### src/rtl/bvpd_pkg.sv
// Shared types, constants and helpers of the lattice deformation block.
package bvpd_pkg;
	localparam int CW = 20;
	localparam int VW = 60;
	localparam int WW = 31;
	localparam int PW = 64;
	localparam int AW = 9;
	localparam int SD = 512;
	localparam logic [WW-1:0] ONE_Q30 = 31'h4000_0000;

	typedef logic signed [CW-1:0] coord_t;
	typedef logic [VW-1:0] vec_t;
	typedef logic [WW-1:0] wgt_t;

	typedef enum logic [1:0] {
		KIND_SET  = 2'd0,
		KIND_ADD  = 2'd1,
		KIND_EVAL = 2'd2
	} kind_t;

	typedef enum logic [2:0] {
		REG_ORIGIN = 3'd0,
		REG_EDGE_S = 3'd1,
		REG_EDGE_T = 3'd2,
		REG_EDGE_U = 3'd3,
		REG_PTS_S  = 3'd4,
		REG_PTS_T  = 3'd5,
		REG_PTS_U  = 3'd6
	} reg_idx_t;

	typedef struct packed {
		logic start;
		logic signed [PW-1:0] num;
		logic signed [PW-1:0] den;
	} div_req_t;

	typedef struct packed {
		logic done;
		logic ok;
		wgt_t loc;
	} div_res_t;

	function automatic coord_t lane(vec_t v, logic [1:0] k);
		coord_t r;
		case (k)
			2'd0: r = v[19:0];
			2'd1: r = v[39:20];
			default: r = v[59:40];
		endcase
		return r;
	endfunction

	function automatic coord_t sat_c(logic signed [61:0] v);
		coord_t r;
		if (v > 62'sd524287) r = 20'sh7FFFF;
		else if (v < -62'sd524288) r = 20'sh80000;
		else r = CW'(v);
		return r;
	endfunction
endpackage

### src/rtl/bvpd_div.sv
// Restoring divider for one local coordinate, one quotient bit per cycle.
module bvpd_div (
	input logic clk,
	input logic arst_n,
	input bvpd_pkg::div_req_t req,
	output bvpd_pkg::div_res_t res
);
	import bvpd_pkg::*;

	logic busy_q;
	logic done_q;
	logic ok_q;
	logic [4:0] itr_q;
	logic [PW-1:0] rem_q;
	logic [PW-1:0] dvs_q;
	logic [WW-1:0] quo_q;
	wgt_t loc_q;
	logic signed [PW-1:0] nn;
	logic signed [PW-1:0] dn;
	logic [PW:0] r2;
	logic ge;
	logic [WW-1:0] qn;

	always_comb begin
		dn = req.den[PW-1] ? -req.den : req.den;
		nn = req.den[PW-1] ? -req.num : req.num;
		r2 = {rem_q, 1'b0};
		ge = r2 >= {1'b0, dvs_q};
		qn = {quo_q[WW-2:0], ge};
	end

	always_ff @(posedge clk or negedge arst_n) begin
		if (!arst_n) begin
			busy_q <= 1'b0;
			done_q <= 1'b0;
			ok_q <= 1'b0;
			itr_q <= '0;
		end else begin
			done_q <= 1'b0;
			if (req.start) begin
				if (req.den == '0 || nn < 0 || nn > dn) begin
					done_q <= 1'b1;
					ok_q <= 1'b0;
				end else if (nn == dn) begin
					done_q <= 1'b1;
					ok_q <= 1'b1;
				end else begin
					busy_q <= 1'b1;
					itr_q <= '0;
				end
			end else if (busy_q) begin
				itr_q <= itr_q + 5'd1;
				if (itr_q == 5'(WW - 1)) begin
					busy_q <= 1'b0;
					done_q <= 1'b1;
					ok_q <= 1'b1;
				end
			end
		end
	end

	always_ff @(posedge clk) begin
		if (req.start) begin
			rem_q <= nn;
			dvs_q <= dn;
			quo_q <= '0;
			loc_q <= ONE_Q30;
		end else if (busy_q) begin
			rem_q <= ge ? PW'(r2 - {1'b0, dvs_q}) : r2[PW-1:0];
			quo_q <= qn;
			if (itr_q == 5'(WW - 1))
				loc_q <= WW'(({1'b0, qn} + 32'd1) >> 1);
		end
	end

	assign res.done = done_q;
	assign res.ok = ok_q;
	assign res.loc = loc_q;
endmodule

### config.mk
export PLATFORM = sky130hd
export DESIGN_NAME = bvpd_div
export DESIGN_NICKNAME = d
export VERILOG_FILES = /design/src/rtl/bvpd_pkg.sv /design/src/rtl/bvpd_div.sv
export SDC_FILE = /design/constraint.sdc
export NUM_CORES = 1
export LEC_CHECK = 0
export ABC_AREA = 1
export BUFFER_PORTS_ARGS = -buffer_cell sky130_fd_sc_hd__buf_2
export CAP_MARGIN = 15
export CORE_UTILIZATION = 40
export DETAILED_ROUTE_END_ITERATION = 6
export MAX_ROUTING_LAYER = met4
export SYNTH_ARGS = -nofsm -noshare
export SYNTH_HDL_FRONTEND = slang
export SYNTH_SLANG_ARGS = --single-unit
export TNS_END_PERCENT = 50
### constraint.sdc
create_clock -name clk -period 4.3 [get_ports clk]
set_input_delay 0.86 -clock clk [delete_from_list [all_inputs] [get_ports clk]]
set_output_delay 0.86 -clock clk [all_outputs]
set_load 0.1 [all_outputs]
==> impl_results.md <==
- Reg2Reg Setup Slack: roughly 0.25 ns
- Pwr/cell area: between 400 and 500 nW/um2
- CTS HTree Levels: 4
- P_leak: between 10 and 15 nW
- ANT nets after route: 0
- Final Non-Filler Cells: between 4000 and 5000
- GRT overflow: 0
- Period utilisation layout: 0.954
- DIE WIDTH: between 200 and 250 um
- Worst-margin pin slew: 0.800 ns
- Clock slew at reported path FFs: ~0.080 ns
- CTS tree: built
- GRT Overall Usage: 0.326
- IO Count: 164
- Most frequent cells in the layout: nand2_1 (739), inv_1 (507), nor2_1 (353)
- Largest net degree at the start of global routing: approximately 140
- CTS Root Cell: clkbuf_16
- Power, Total: approximately 12 mW
- Biggest area consumer among synthesized cells: edfxtp_1
- Number of synthesized register bits: between 150 and 200
- Placed Cells: 4035
- Area growth from synthesis to layout: 22.6%
- CTS Buf Count: 17
- Core Rows: 80
- Final setup viols: 0
- Max-cap violation count: 0
- Worst Hold Slack: roughly 0.22 ns
- Required @ worst endpoint: about 4.7 ns
- Worst setup EP type: register
- Number of synthesized flops with an enable pin: 128
- DIE AREA: just under 50000 um2
- Longest Clk Path Bufs: 2
- Final instance area: 23900 um2
- Routed length per instance: 19.4 um
- Filler cells: between 4000 and 5000
- FF+latch area: approximately 5300 um2
- CTS Sinks: between 150 and 200
- Synth unique cells: between 50 and 60
- Synthesized cell area: between 15000 and 20000 um2
- DR vias: 21416
- Skew-Pair Late Insertion Delay: roughly 0.47 ns
- Pre-antenna DRT Iters: 6
- Layout cell share with drive strength beyond 1: 0.179
- Routability cong.: 1.01
- Initial core utilization: 0.407
- Vias per Instance: approximately 5.3
- Commonest non-fill, non-tap cell in the layout: nand2_1
- IO buf count: around 160
- Drt drc: 0
- Slew margin rel.: 0.462
- Post-Syn Area per Cell: around 6.5 um2
- Post-layout util: 0.499
- Top cell type's share of synthesized area: 0.197
- Crit Path Class: input port to register
- Post-DP HPWL: around 70 mm
- Final hold violations: 0
- Critical Path AT: roughly 4.5 ns
- Max-slew violations: 0
- Post-DP Area: ~23000 um2
- Die Y-Extent: ~220 um
- Main synth FF type: edfxtp_1
- Syn nets: roughly 3300
- Status: complete, no violations
- N_diodes: 0
- Asr flop ratio synth: 0.0406
- Highest Clock Rate: around 240 MHz
- Setup crit start kind: input port
- Hold bufs inserted after CTS: 0
- Fin crit period: between 4 and 5 ns
- Register area share after synthesis: 0.270
- Initial antenna violation count: 0
- Post-Synthesis Cells: 3007
- Area of the multi-input gates: about 12000 um2
- Main area contributors after synthesis: edfxtp_1 (20%), nand2_1 (14%), inv_1 (9.8%)
- First-pass GRT wire length: 119 mm
- YS warnings: 0
- Clock skew: between 0.02 and 0.025 ns
- Peak supply drop: approximately 340 uV
- Final nets: between 3000 and 4000
- Final WL: between 70 and 80 mm
- Crit path max fanout: 7
- Core area: around 48000 um2
- Iter 0 DRT Violations: about 1900
- Vias in the first global route: 20447
- Hold Path Class: input port to async pin
power breakdown:
group	internal [mW]	total, mW	switching, mW
sequential	2.54	2.78	0.238
combinational	2.39	7.16	4.77
clock	0.812	1.65	0.835
total	5.75	11.6	5.84
worst max-delay path: stages:
cell and delay (ns):
buf_2 0.13, inv_1 0.15, nand4_1 0.23, nor2_1 0.31, nand3_1 0.24, nor4_1 0.41, buf_4 0.21, xor2_1 0.06
a21oi_1 0.26, ha_1 0.29, nand2_1 0.08, inv_1 0.06, nand2_1 0.07, nand2_1 0.06, nand2_1 0.06, nand2_1 0.05
nand2_1 0.05, nand2_1 0.06, a21oi_1 0.18, nand2_1 0.07, nand2_1 0.06, nand3_1 0.14, nand3_4 0.17, nand2_1 0.09
nand2_1 0.06, nand2_1 0.05
flip-flops by register name (all words and copies together), names as in the netlist:
name and cells:
rem_q 64, busy_q 1, dvs_q 64, done_q 1, loc_q 31, quo_q 30, itr_q 5, ok_q 1
metal layers:
metal,vias up,track usage,wire length [um]
met5,-,-,0
met4,0,0.0948,2170
met3,79,0.0346,5000
met2,727,0.485,33800
met1,10052,0.463,38000
li1,10558,-,-
kinds of logic (layout without fill, tap and decap cells):
| kind of cell | after synthesis | count (layout) | synth area share |
|---|---|---|---|
| xor+xnor | 166 | 166 | 0.0745 |
| fa+ha+maj | 134 | 134 | 0.0863 |
| compound gates | 424 | 424 | 0.123 |
| simple gates | 1497 | 1497 | 0.329 |
| flops | 197 | 197 | 0.270 |
| buf+inv | 589 | 1037 | 0.117 |
synth_stat cells, types with 18 or more instances:
cell type	count
nand2_1	740
inv_1	507
nor2_1	362
nand3_1	175
o21ai_0	144
a21oi_1	138
ha_1	133
edfxtp_1	128
xor2_1	123
dfxtp_1	61
nor3_1	58
nand4_1	48
xnor2_1	43
clkbuf_1	32
o22ai_1	30
nor4_1	29
o21ai_1	27
inv_2	23
o21bai_1	22
or2_2	19
nor2_2	18
final cells by class:
cell class              count  share of cell area
clock buffers              18              0.0188
clock inverters            14             0.00648
inverters                 531              0.0833
multi-input cells        2221               0.504
flip-flops and latches    197               0.220
well taps                 615              0.0322
repair buffers            474               0.135
per-stage QoR:
stage                     TNS [ns]  setup slack (ns)
after floorplan                  0             0.449
after global placement       -2.02            -0.333
after detailed placement     -2.41            -0.378
after CTS                        0             0.133
after global routing       -0.0324           -0.0324
final                            0             0.199
path summary, 6_finish.rpt:
check                           from        end  cells past startpoint
max                         req[102]       ok_q                     26
min                           arst_n   itr_q[2]                      1
max reg2reg                rem_q[46]  loc_q[29]                     22
min reg2reg                loc_q[24]  loc_q[24]                      2
max in group asynchronous     arst_n       ok_q                      1
min in group clk           loc_q[24]  loc_q[24]                      2
what timing repair did:
| item | CTS | global route |
|---|---|---|
| gates resized for setup | 0 | 26 |
| buffers inserted | 0 | 1 |
| endpoints found under the setup margin | 0 | 11 |
Power figures use the tool's default switching activity.
